--- src/rtl/core/pcdm_pkg.sv ---
`default_nettype none

package pcdm_pkg;

    // Field widths.
    localparam int unsigned TIME_W = 16;
    localparam int unsigned TICK_W = 11;
    localparam int unsigned DUTY_W = 7;

    // Duty full scale. The quotient is resolved over DUTY_W bits; anything at
    // or above 2**DUTY_W saturates at once.
    localparam logic [DUTY_W-1:0] DUTY_FULL_SCALE = 7'd100;
    localparam logic [TICK_W-1:0] DUTY_MULT       = 11'd100;

    // Width of high_ticks * 100 and of the aligned divisor.
    localparam int unsigned NUM_W  = TIME_W + DUTY_W;
    localparam int unsigned PROD_W = TIME_W + TICK_W;

    // Iteration counter for the quotient bits below the saturation check.
    localparam int unsigned STEP_W = 3;
    localparam logic [STEP_W-1:0] STEP_FIRST = 3'(DUTY_W - 1);
    localparam logic [STEP_W-1:0] STEP_LAST  = 3'd0;

    // Sequencer states.
    typedef enum logic [7:0] {
        ST_IDLE = 8'b0000_0001,
        ST_NUM  = 8'b0000_0010,
        ST_SAT  = 8'b0000_0100,
        ST_DIV  = 8'b0000_1000,
        ST_SCP  = 8'b0001_0000,
        ST_SCH  = 8'b0010_0000,
        ST_SCL  = 8'b0100_0000,
        ST_OUT  = 8'b1000_0000
    } pcdm_state_t;

endpackage : pcdm_pkg

`default_nettype wire

--- src/rtl/core/pwm_capture_duty_meter_core.sv ---
// A rising-edge capture forms high*100 on the shared 16x11 multiplier, runs the
// saturation check and the divide steps, then 3 scaling multiplies and the
// output load; it skips the divide steps when the duty saturates early, and a
// falling-edge or zero-period capture goes straight to the scaling multiplies.
// Captures go one at a time; the next is taken the cycle after the output load.
// Reset (aresetn low, synchronous) clears control state; tick_reg returns to 1.
`default_nettype none

module pwm_capture_duty_meter_core (
    input  wire logic                          aclk,
    input  wire logic                          aresetn,
    // Configuration
    input  wire logic                          cfg_wr_en,
    input  wire logic [pcdm_pkg::TICK_W-1:0]   cfg_wr_data,
    // Capture input
    input  wire logic                          s_valid,
    output logic                               s_ready,
    input  wire logic [pcdm_pkg::TIME_W-1:0]   s_capture_time,
    // Measurement output
    output logic                               m_valid,
    input  wire logic                          m_ready,
    output logic                               m_next_edge_rising,
    output logic                               m_measure_updated,
    output logic [pcdm_pkg::TIME_W-1:0]        m_period_ticks,
    output logic [pcdm_pkg::TIME_W-1:0]        m_high_ticks,
    output logic [pcdm_pkg::DUTY_W-1:0]        m_duty_percent,
    output logic                               m_zero_period,
    output logic [pcdm_pkg::TIME_W-1:0]        m_period_scaled,
    output logic [pcdm_pkg::TIME_W-1:0]        m_high_scaled,
    output logic [pcdm_pkg::TIME_W-1:0]        m_low_scaled
);
    import pcdm_pkg::*;

    pcdm_state_t         state_reg, state_next;

    logic                awaiting_falling_reg, awaiting_falling_next;
    logic [TIME_W-1:0]   rise_reg, rise_next;
    logic [TIME_W-1:0]   fall_reg, fall_next;
    logic [TIME_W-1:0]   period_reg, period_next;
    logic [TIME_W-1:0]   high_reg, high_next;
    logic [DUTY_W-1:0]   duty_reg, duty_next;
    logic                updated_reg, updated_next;
    logic [TICK_W-1:0]   tick_reg, tick_next;

    logic [NUM_W-1:0]    rem_reg, rem_next;
    logic [NUM_W-1:0]    div_reg, div_next;
    logic [DUTY_W-1:0]   quo_reg, quo_next;
    logic [STEP_W-1:0]   step_reg, step_next;

    logic [TIME_W-1:0]   pscl_reg, pscl_next;
    logic [TIME_W-1:0]   hscl_reg, hscl_next;
    logic [TIME_W-1:0]   lscl_reg, lscl_next;

    logic                m_valid_reg, m_valid_next;
    logic                out_load;

    logic [TIME_W-1:0]   mul_a;
    logic [TICK_W-1:0]   mul_b;
    logic [PROD_W-1:0]   mul_prod;
    logic                div_fits;
    logic [NUM_W-1:0]    div_diff;
    logic [DUTY_W-1:0]   quo_step;
    logic                in_xfer;

    assign in_xfer  = s_valid && s_ready;
    assign s_ready  = (state_reg == ST_IDLE);
    assign out_load = (state_reg == ST_OUT) && (!m_valid_reg || m_ready);

    // Shared multiplier: high*100 for the dividend, then the three scalings.
    always_comb begin
        mul_a = high_reg;
        mul_b = tick_reg;
        unique case (state_reg)
            ST_NUM:  begin mul_a = high_reg;              mul_b = DUTY_MULT; end
            ST_SCP:  begin mul_a = period_reg;            mul_b = tick_reg;  end
            ST_SCH:  begin mul_a = high_reg;              mul_b = tick_reg;  end
            ST_SCL:  begin mul_a = period_reg - high_reg; mul_b = tick_reg;  end
            default: begin mul_a = high_reg;              mul_b = tick_reg;  end
        endcase
    end
    assign mul_prod = PROD_W'(mul_a) * PROD_W'(mul_b);

    // Shared compare-subtract step of the restoring divider.
    assign div_fits = (rem_reg >= div_reg);
    assign div_diff = rem_reg - div_reg;
    assign quo_step = {quo_reg[DUTY_W-2:0], div_fits};

    // Sequencer and datapath.
    always_comb begin
        state_next            = state_reg;
        awaiting_falling_next = awaiting_falling_reg;
        rise_next             = rise_reg;
        fall_next             = fall_reg;
        period_next           = period_reg;
        high_next             = high_reg;
        duty_next             = duty_reg;
        updated_next          = updated_reg;
        rem_next              = rem_reg;
        div_next              = div_reg;
        quo_next              = quo_reg;
        step_next             = step_reg;
        pscl_next             = pscl_reg;
        hscl_next             = hscl_reg;
        lscl_next             = lscl_reg;
        tick_next             = cfg_wr_en ? cfg_wr_data : tick_reg;

        unique case (state_reg)
            ST_IDLE: begin
                if (in_xfer) begin
                    if (!awaiting_falling_reg) begin
                        // Rising edge closes the last pulse.
                        period_next           = s_capture_time - rise_reg;
                        high_next             = fall_reg - rise_reg;
                        rise_next             = s_capture_time;
                        awaiting_falling_next = 1'b1;
                        updated_next          = 1'b1;
                        if (s_capture_time == rise_reg) begin
                            duty_next  = '0;
                            state_next = ST_SCP;
                        end else begin
                            state_next = ST_NUM;
                        end
                    end else begin
                        fall_next             = s_capture_time;
                        awaiting_falling_next = 1'b0;
                        updated_next          = 1'b0;
                        state_next            = ST_SCP;
                    end
                end
            end
            ST_NUM: begin
                rem_next   = mul_prod[NUM_W-1:0];
                div_next   = {period_reg, {DUTY_W{1'b0}}};
                quo_next   = '0;
                state_next = ST_SAT;
            end
            ST_SAT: begin
                // A quotient of 2**DUTY_W or more saturates without iterating.
                div_next  = div_reg >> 1;
                step_next = STEP_FIRST;
                if (div_fits) begin
                    duty_next  = DUTY_FULL_SCALE;
                    state_next = ST_SCP;
                end else begin
                    state_next = ST_DIV;
                end
            end
            ST_DIV: begin
                if (div_fits) begin
                    rem_next = div_diff;
                end
                div_next  = div_reg >> 1;
                quo_next  = quo_step;
                step_next = step_reg - 1'b1;
                if (step_reg == STEP_LAST) begin
                    duty_next  = (quo_step > DUTY_FULL_SCALE) ? DUTY_FULL_SCALE : quo_step;
                    state_next = ST_SCP;
                end
            end
            ST_SCP: begin
                pscl_next  = mul_prod[TIME_W-1:0];
                state_next = ST_SCH;
            end
            ST_SCH: begin
                hscl_next  = mul_prod[TIME_W-1:0];
                state_next = ST_SCL;
            end
            ST_SCL: begin
                lscl_next  = mul_prod[TIME_W-1:0];
                state_next = ST_OUT;
            end
            ST_OUT: begin
                if (out_load) begin
                    state_next = ST_IDLE;
                end
            end
            default: begin
                state_next = ST_IDLE;
            end
        endcase
    end

    // Output valid: set on load, cleared on transfer.
    always_comb begin
        m_valid_next = m_valid_reg;
        if (out_load) begin
            m_valid_next = 1'b1;
        end else if (m_valid_reg && m_ready) begin
            m_valid_next = 1'b0;
        end
    end

    // Control and measurement state.
    always_ff @(posedge aclk) begin
        if (!aresetn) begin
            state_reg            <= ST_IDLE;
            awaiting_falling_reg <= 1'b0;
            rise_reg             <= '0;
            fall_reg             <= '0;
            period_reg           <= '0;
            high_reg             <= '0;
            duty_reg             <= '0;
            updated_reg          <= 1'b0;
            tick_reg             <= TICK_W'(1);
            step_reg             <= '0;
            m_valid_reg          <= 1'b0;
        end else begin
            state_reg            <= state_next;
            awaiting_falling_reg <= awaiting_falling_next;
            rise_reg             <= rise_next;
            fall_reg             <= fall_next;
            period_reg           <= period_next;
            high_reg             <= high_next;
            duty_reg             <= duty_next;
            updated_reg          <= updated_next;
            tick_reg             <= tick_next;
            step_reg             <= step_next;
            m_valid_reg          <= m_valid_next;
        end
    end

    // Working payload registers.
    always_ff @(posedge aclk) begin
        rem_reg  <= rem_next;
        div_reg  <= div_next;
        quo_reg  <= quo_next;
        pscl_reg <= pscl_next;
        hscl_reg <= hscl_next;
        lscl_reg <= lscl_next;
    end

    // Output register, loaded once the previous result has been taken.
    always_ff @(posedge aclk) begin
        if (out_load) begin
            m_next_edge_rising <= !awaiting_falling_reg;
            m_measure_updated  <= updated_reg;
            m_period_ticks     <= period_reg;
            m_high_ticks       <= high_reg;
            m_duty_percent     <= duty_reg;
            m_zero_period      <= (period_reg == '0);
            m_period_scaled    <= pscl_reg;
            m_high_scaled      <= hscl_reg;
            m_low_scaled       <= lscl_reg;
        end
    end

    assign m_valid = m_valid_reg;

endmodule : pwm_capture_duty_meter_core

`default_nettype wire

--- config.mk ---
export PLATFORM = sky130hd
export DESIGN_NAME = pwm_capture_duty_meter_core
export DESIGN_NICKNAME = d
export VERILOG_FILES = /design/src/rtl/core/pcdm_pkg.sv /design/src/rtl/core/pwm_capture_duty_meter_core.sv
export SDC_FILE = /design/constraint.sdc
export NUM_CORES = 1
export LEC_CHECK = 0
export BUFFER_PORTS_ARGS = -buffer_cell sky130_fd_sc_hd__buf_4
export CAP_MARGIN = 20
export CORE_MARGIN = 1
export CORE_UTILIZATION = 35
export DETAILED_ROUTE_END_ITERATION = 16
export GPL_TIMING_DRIVEN = 0
export PLACE_DENSITY = 0.53
export SYNTH_ARGS = -nofsm -noshare
export SYNTH_HDL_FRONTEND = slang
export SYNTH_SLANG_ARGS = --single-unit
--- constraint.sdc ---
create_clock -name aclk -period 9 [get_ports aclk]
set_input_delay 1.8 -clock aclk [delete_from_list [all_inputs] [get_ports aclk]]
set_output_delay 1.8 -clock aclk [all_outputs]
set_load 0.03 [all_outputs]
# == Yosys cells after proc, flatten, opt, wreduce, memory -nomap -nowiden ==
# Index checks and enable logic that the tools add are counted.
# totals
rom_bits,0
input_bits,32
latchBits,0
memories,0
regBits,285
ramBits,0
out_inout_bits,92
# classes
shifts,0
bitwise,1
magnitude_cmp,2
addsub,5
mux,24
n_reduce_logical,20
div_mod_pow,0
mul,1
eq_ne,16
# ops
operator,n
23-bit one-hot mux with 2 select lines,2
8-bit one-hot mux with 8 select lines,1
16-bit subtractor,3
7-bit two-way mux,6
8-bit two-way mux,4
16-bit one-hot mux with 2 select lines,1
23-bit greater-or-equal comparator,1
16-bit by 11-bit multiplier with 23-bit output,1
23-bit two-way mux,1
23-bit subtractor,1
7-bit one-hot mux with 3 select lines,1
16-bit equality test,1
16-bit logical NOT,1
6-bit one-hot mux with 2 select lines,1
11-bit two-way mux,1
5-bit two-way mux,2
2-bit inequality test (second input constant),5
3-bit AND reduction,3
8-bit by 1-bit equality test with 1-bit output (second input constant),1
8-bit by 2-bit equality test with 1-bit output (second input constant),1
8-bit by 3-bit equality test with 1-bit output (second input constant),1
8-bit by 4-bit equality test with 1-bit output (second input constant),1
8-bit by 5-bit equality test with 1-bit output (second input constant),1
8-bit by 6-bit equality test with 1-bit output (second input constant),1
other kinds (17),27

# == Logic depth before layout (Yosys ltp) ==
# depth
ltp_word,5
depth_mapped,32

# == Worst setup path before layout ==
# OpenSTA, ideal clock, no wires.
# synth_path
path_kind,flip-flop to flip-flop
from,register state_reg[7]
to,register rem_reg[22] (data pin)
period_less_slack_ps,7187
path_buffers,2
path_slack_ps,1813
t_arrival_ps,6920
setup_time_ps,267
stages_incl_launch_ff,26
path_cell_list,dfxtp_1 > or4_4 > nor4_4 > clkbuf_1 > clkbuf_1 > a221o_1 > nand2_1 > fa_1 > inv_1 > fa_1 > fa_1 > fa_1 > inv_1 > fa_1 > inv_1 > ha_1 > or2_2 > a21oi_1 > a21o_1 > nor2_1 > and3_1 > nor2_1 > a21oi_1 > a31oi_1 > a211o_1 > o211ai_2
# synth_between
elab_chain_len,4
elab_cells_between_ends,8
classes_between,mul: 1; eq/ne: 4; mux: 3
# synth_lines
element,line_no,source
"start, declared",pwm_capture_duty_meter_core.sv:34,"pcdm_state_t state_reg, state_next;"
"start signal, assigned",pwm_capture_duty_meter_core.sv:208,state_reg <= state_next;
8-bit by 7-bit equality test with 1-bit output (tied with other cells),pwm_capture_duty_meter_core.sv:73,unique case (state_reg)
16-bit one-hot mux with 2 select lines or 11-bit two-way mux (tied branches),pwm_capture_duty_meter_core.sv:73,
16-bit by 11-bit multiplier with 23-bit output,pwm_capture_duty_meter_core.sv:81,assign mul_prod = PROD_W'(mul_a) * PROD_W'(mul_b);
23-bit one-hot mux with 2 select lines (*),pwm_capture_duty_meter_core.sv:107,unique case (state_reg)
named net rem_next[22],pwm_capture_duty_meter_core.sv:45,"logic [NUM_W-1:0] rem_reg, rem_next;"
"end signal, assigned",pwm_capture_duty_meter_core.sv:224,rem_reg <= rem_next;
"end, declared",pwm_capture_duty_meter_core.sv:45,
# Mark *: on every way through the listed nets, which the timed path passes. The rest lies on a longest branch.
# A chain may end at the register's enable or synchronous reset.

# == Final worst setup path ==
# layout_path
from,register state_reg[7]
to,register rem_reg[21] (data pin)
# The elaborated chain is that of the path after synthesis.

==> reports/metrics.csv <==
stage,metric,value,unit
global_route,global-route wire length before repair,81200,um
hold_path,Hold Startpoint,pscl_reg[8],
worst_setup_path,Top Family by Delay on Critical Path,adder cells,
die,site row count,84,
logic_synthesis,number of synthesized register bits,285,
worst_setup_path,Critical Path Source Type,flop,
route,Initial DRC Count,840,
power_and_ir_drop,combinational share of power,46.7,%
global_route,initial antenna violation count,0,
global_route,total congestion overflow,0,
worst_setup_path,top fanout value on the critical path,25,
power_and_ir_drop,register share of total power,30.3,%
sta,RSZ-0062 raised after global routing,no,
sta,final setup fails,0,
power_and_ir_drop,pwr/cell area,284,mW/mm^2
final_layout,number of nets in the layout,2354,
clock_tree,htree depth,2,
global_route,gr usage total,19.8,%
worst_setup_path,Buf/Inv on CP,5,
clock_tree,clk slew on worst S/H paths,0.06,ns
route,routed via count,14335,
clock_tree,maximum root-to-sink buffer count,3,
die,full die area,0.0544,mm^2
power_and_ir_drop,Internal Power,3.60,mW
logic_synthesis,Netlist Area Pre-Place,0.0187,mm^2
placed_design,Port Buf Inserts,122,
final_layout,cell area after layout,0.0217,mm^2
die,Die Wd,233,um
logic_synthesis,"Async S/R FF share, synth",0,%
placed_design,post-placement worst setup slack,0.558,ns
worst_setup_path,crit-path cells,"or4_4, nor4_4, clkbuf_1, clkbuf_2, a221o_1, nand2_1, fa_1, inv_1, fa_1, fa_1, fa_1, inv_1, fa_1, inv_1, ha_1, or2_2, a21oi_1, nand3b_1, a211oi_1, o21ai_0, a21boi_0, o21ai_0, a21oi_1, nor3_1",
route,drc violations,0,
clock_tree,worst-skew pair later-pin latency,0.55,ns
sta,Tcrit/Tclk final,94.1,%
logic_synthesis,sequential fraction of the synthesis area,40.7,%
sta,fin crit period,8.47,ns
status,outcome,completed,
power_and_ir_drop,Leak,8.95,nW
route,WL final,53300,um
final_layout,share of layout cells above drive strength 1,9.75,%
worst_setup_path,"Slowest-stage cell, CP",clkbuf_2,
logic_synthesis,Netlist cell types,77,
final_layout,n_diodes,0,
hold_path,"Endpoint, Worst Hold",m_period_scaled[8],
sta,worst slew pin tran,1.19,ns
logic_synthesis,Post-synth EDFFs,190,
placed_design,DP HPWL,41500,um
job,max cap viols,0,
die,die height,233,um
worst_setup_path,Worst Path Arrival,8.75,ns
clock_tree,clock root cell,clkbuf_16,
logic_synthesis,Syn Area/Cell,9.78,um^2
clock_tree,cells resized by post-CTS repair,0,
sta,fmax,0.118,GHz
route,First-pass DRT Iterations,5,
logic_synthesis,commonest register cell after synthesis,edfxtp_1,
sta,final hold vios,0,
worst_setup_path,RR Startpoint,state_reg[7],
clock_tree,number of buffers created by CTS,34,
global_route,vias in the first global route,14138,
placed_design,dpl cell area,0.0206,mm^2
power_and_ir_drop,P_sw,2.56,mW
route,Routed WL per cell,19.1,um
power_and_ir_drop,peak supply drop,0.135,mV
die,I/O Pins,124,
sta,Worst Skew,0.0272,ns
die,Initial Utilization,35.5,%
power_and_ir_drop,Switching Share,41.5,%
global_route,largest net degree at the start of global routing,39,
worst_setup_path,Reg2Reg Capture Point,rem_reg[21],
route,Detail Route Antenna Nets,0,
logic_synthesis,Post-Syn Nets,2187,
hold_path,hold depth,0,
route,Vias/cell,5.14,
sta,Worst slew margin,20.9,%
power_and_ir_drop,clock power share,23.0,%
worst_setup_path,CP most frequent cell,fa_1,
worst_setup_path,Critical Path RT,9.28,ns
logic_synthesis,Gate Count Post-Synth,1913,
placed_design,Final GP Congestion,0.922,
sta,Slew Limit Fails,0,
sta,PnR worst setup slack,0.534,ns
clock_tree,number of post-CTS setup repair buffers,0,
hold_path,Tightest Hold Check Type,reg2reg,
worst_setup_path,R2R cell count,24,
clock_tree,CTS Hold Bufs,0,
clock_tree,clock tree from TritonCTS,yes,
worst_setup_path,largest stage delay on the critical path,0.69,ns
die,CORE AREA,0.0527,mm^2
sta,hold slack,0.408,ns
final_layout,"Area growth, synth to finish",16.1,%
worst_setup_path,R2R setup slack,0.53,ns
worst_setup_path,CP endpoint kind,flop,
logic_synthesis,yosys warns,0,
clock_tree,# clock sinks,285,
worst_setup_path,critical path type,reg2reg,
==> through the flow <==
| step | power, mW | cells | setup TNS (ns) | utilization (%) |
|---|---|---|---|---|
| CTS | 6.20 | 2788 | 0 | 41.2 |
| finish | 6.16 | 2791 | 0 | 41.2 |
| global placement | 4.72 | 2723 | -0.0901 | 38.9 |
| floorplan | 3.86 | 1913 | 0 | - |
| global route | 6.60 | 2791 | 0 | 41.2 |
| detailed placement | 4.76 | 2729 | 0 | 39.1 |
==> placed cells by master, fill, tap and decap left out, types with 8 or more instances in the layout <==
master and count:
nand2_1 234, inv_1 232, edfxtp_1 190, nor2_1 177
a21oi_1 125, buf_4 124, fa_1 124, ha_1 118
dfxtp_1 95, o21ai_0 78, clkbuf_1 63, nand3_1 39
nor3_1 37, clkbuf_16 34, xnor2_1 31, nand2b_1 29
a21o_1 22, and2_1 22, nor2b_1 20, nand3b_1 16
or3_1 16, xor2_1 16, o21a_1 14, mux2i_1 14
nand4_1 12, a211oi_1 11, and3_1 11, a21boi_0 11
nor3b_1 10, a221oi_1 10, a221o_1 9, o31ai_1 8
a31oi_1 8
==> routing by layer <==
metal	routed length [um]	global-route usage, %	up-vias
li1	-	-	6884
met4	2490	9.09	0
met1	23100	25.3	6886
met5	0	0	-
met3	2990	3.13	124
met2	24800	32.8	441
==> synth_stat cells, types with 5 or more instances <==
cell type,number,area (um^2)
a211oi_1,11,82.6
a21boi_0,11,82.6
a21o_1,22,165
a21oi_1,125,626
a221o_1,9,90.1
a221oi_1,10,87.6
a31oi_1,8,50.1
and2_1,22,138
and3_1,11,68.8
buf_1,5,18.8
clkbuf_1,59,221
dfxtp_1,95,1900
edfxtp_1,190,5710
fa_1,124,2480
ha_1,118,1480
inv_1,232,871
mux2i_1,14,140
nand2_1,234,878
nand2b_1,29,181
nand3_1,39,195
nand3b_1,16,120
nand4_1,12,75.1
nor2_1,177,664
nor2b_1,21,131
nor3_1,37,185
nor3b_1,10,75.1
nor4_1,7,43.8
o211a_1,7,70.1
o211ai_1,7,52.6
o21a_1,14,105
o21ai_0,79,395
o21ai_1,7,35.0
o31ai_1,8,60.1
or2_2,5,31.3
or3_1,16,100
xnor2_1,31,272
xor2_1,16,140
==> how the worst max path moves through the flow <==
stage,cells after the start,start,slack (ns),to
2_1_floorplan,25,state_reg[7],1.81,rem_reg[22]
3_3_place_gp,23,state_reg[7],-0.09,rem_reg[21]
3_5_place_dp,24,state_reg[7],0.56,rem_reg[21]
4_1_cts,24,state_reg[7],0.53,rem_reg[21]
5_1_grt,24,state_reg[7],0.08,rem_reg[21]
6_report,24,state_reg[7],0.53,rem_reg[21]
==> cells by family (layout without fill, tap and decap cells) <==
| kind of cell | Yosys count | in the layout | synth area share [%] |
|---|---|---|---|
| adder cells (fa/ha/maj) | 242 | 242 | 21.2 |
| multiplexers | 14 | 14 | 0.749 |
| flip-flops | 285 | 285 | 40.7 |
| AO/OA/AOI/OAI | 367 | 367 | 12.5 |
| XOR/XNOR | 47 | 47 | 2.20 |
| AND/OR/NAND/NOR | 659 | 659 | 16.7 |
| buffers and inverters | 299 | 489 | 6.03 |
==> power groups by stage <==
stage	Combinational, mW	Clock, mW	Sequential [mW]
2_1_floorplan	2.02	0	1.84
3_3_place_gp	2.81	0	1.90
3_5_place_dp	2.87	0	1.89
4_1_cts	2.88	1.45	1.87
5_1_grt	3.20	1.51	1.88
6_report	2.88	1.42	1.87
==> layout make-up <==
cell class / instances / area [um^2]
clock inverters: 19 / 246
plain buffers: 66 / 254
repair buffers: 131 / 1010
clock buffers: 40 / 883
inverters: 233 / 875
flip-flops and latches: 285 / 7610
fillers: 5185 / 30900
well taps: 688 / 861
multi-input cells: 1329 / 9980
(Power assumes the default switching activity.)
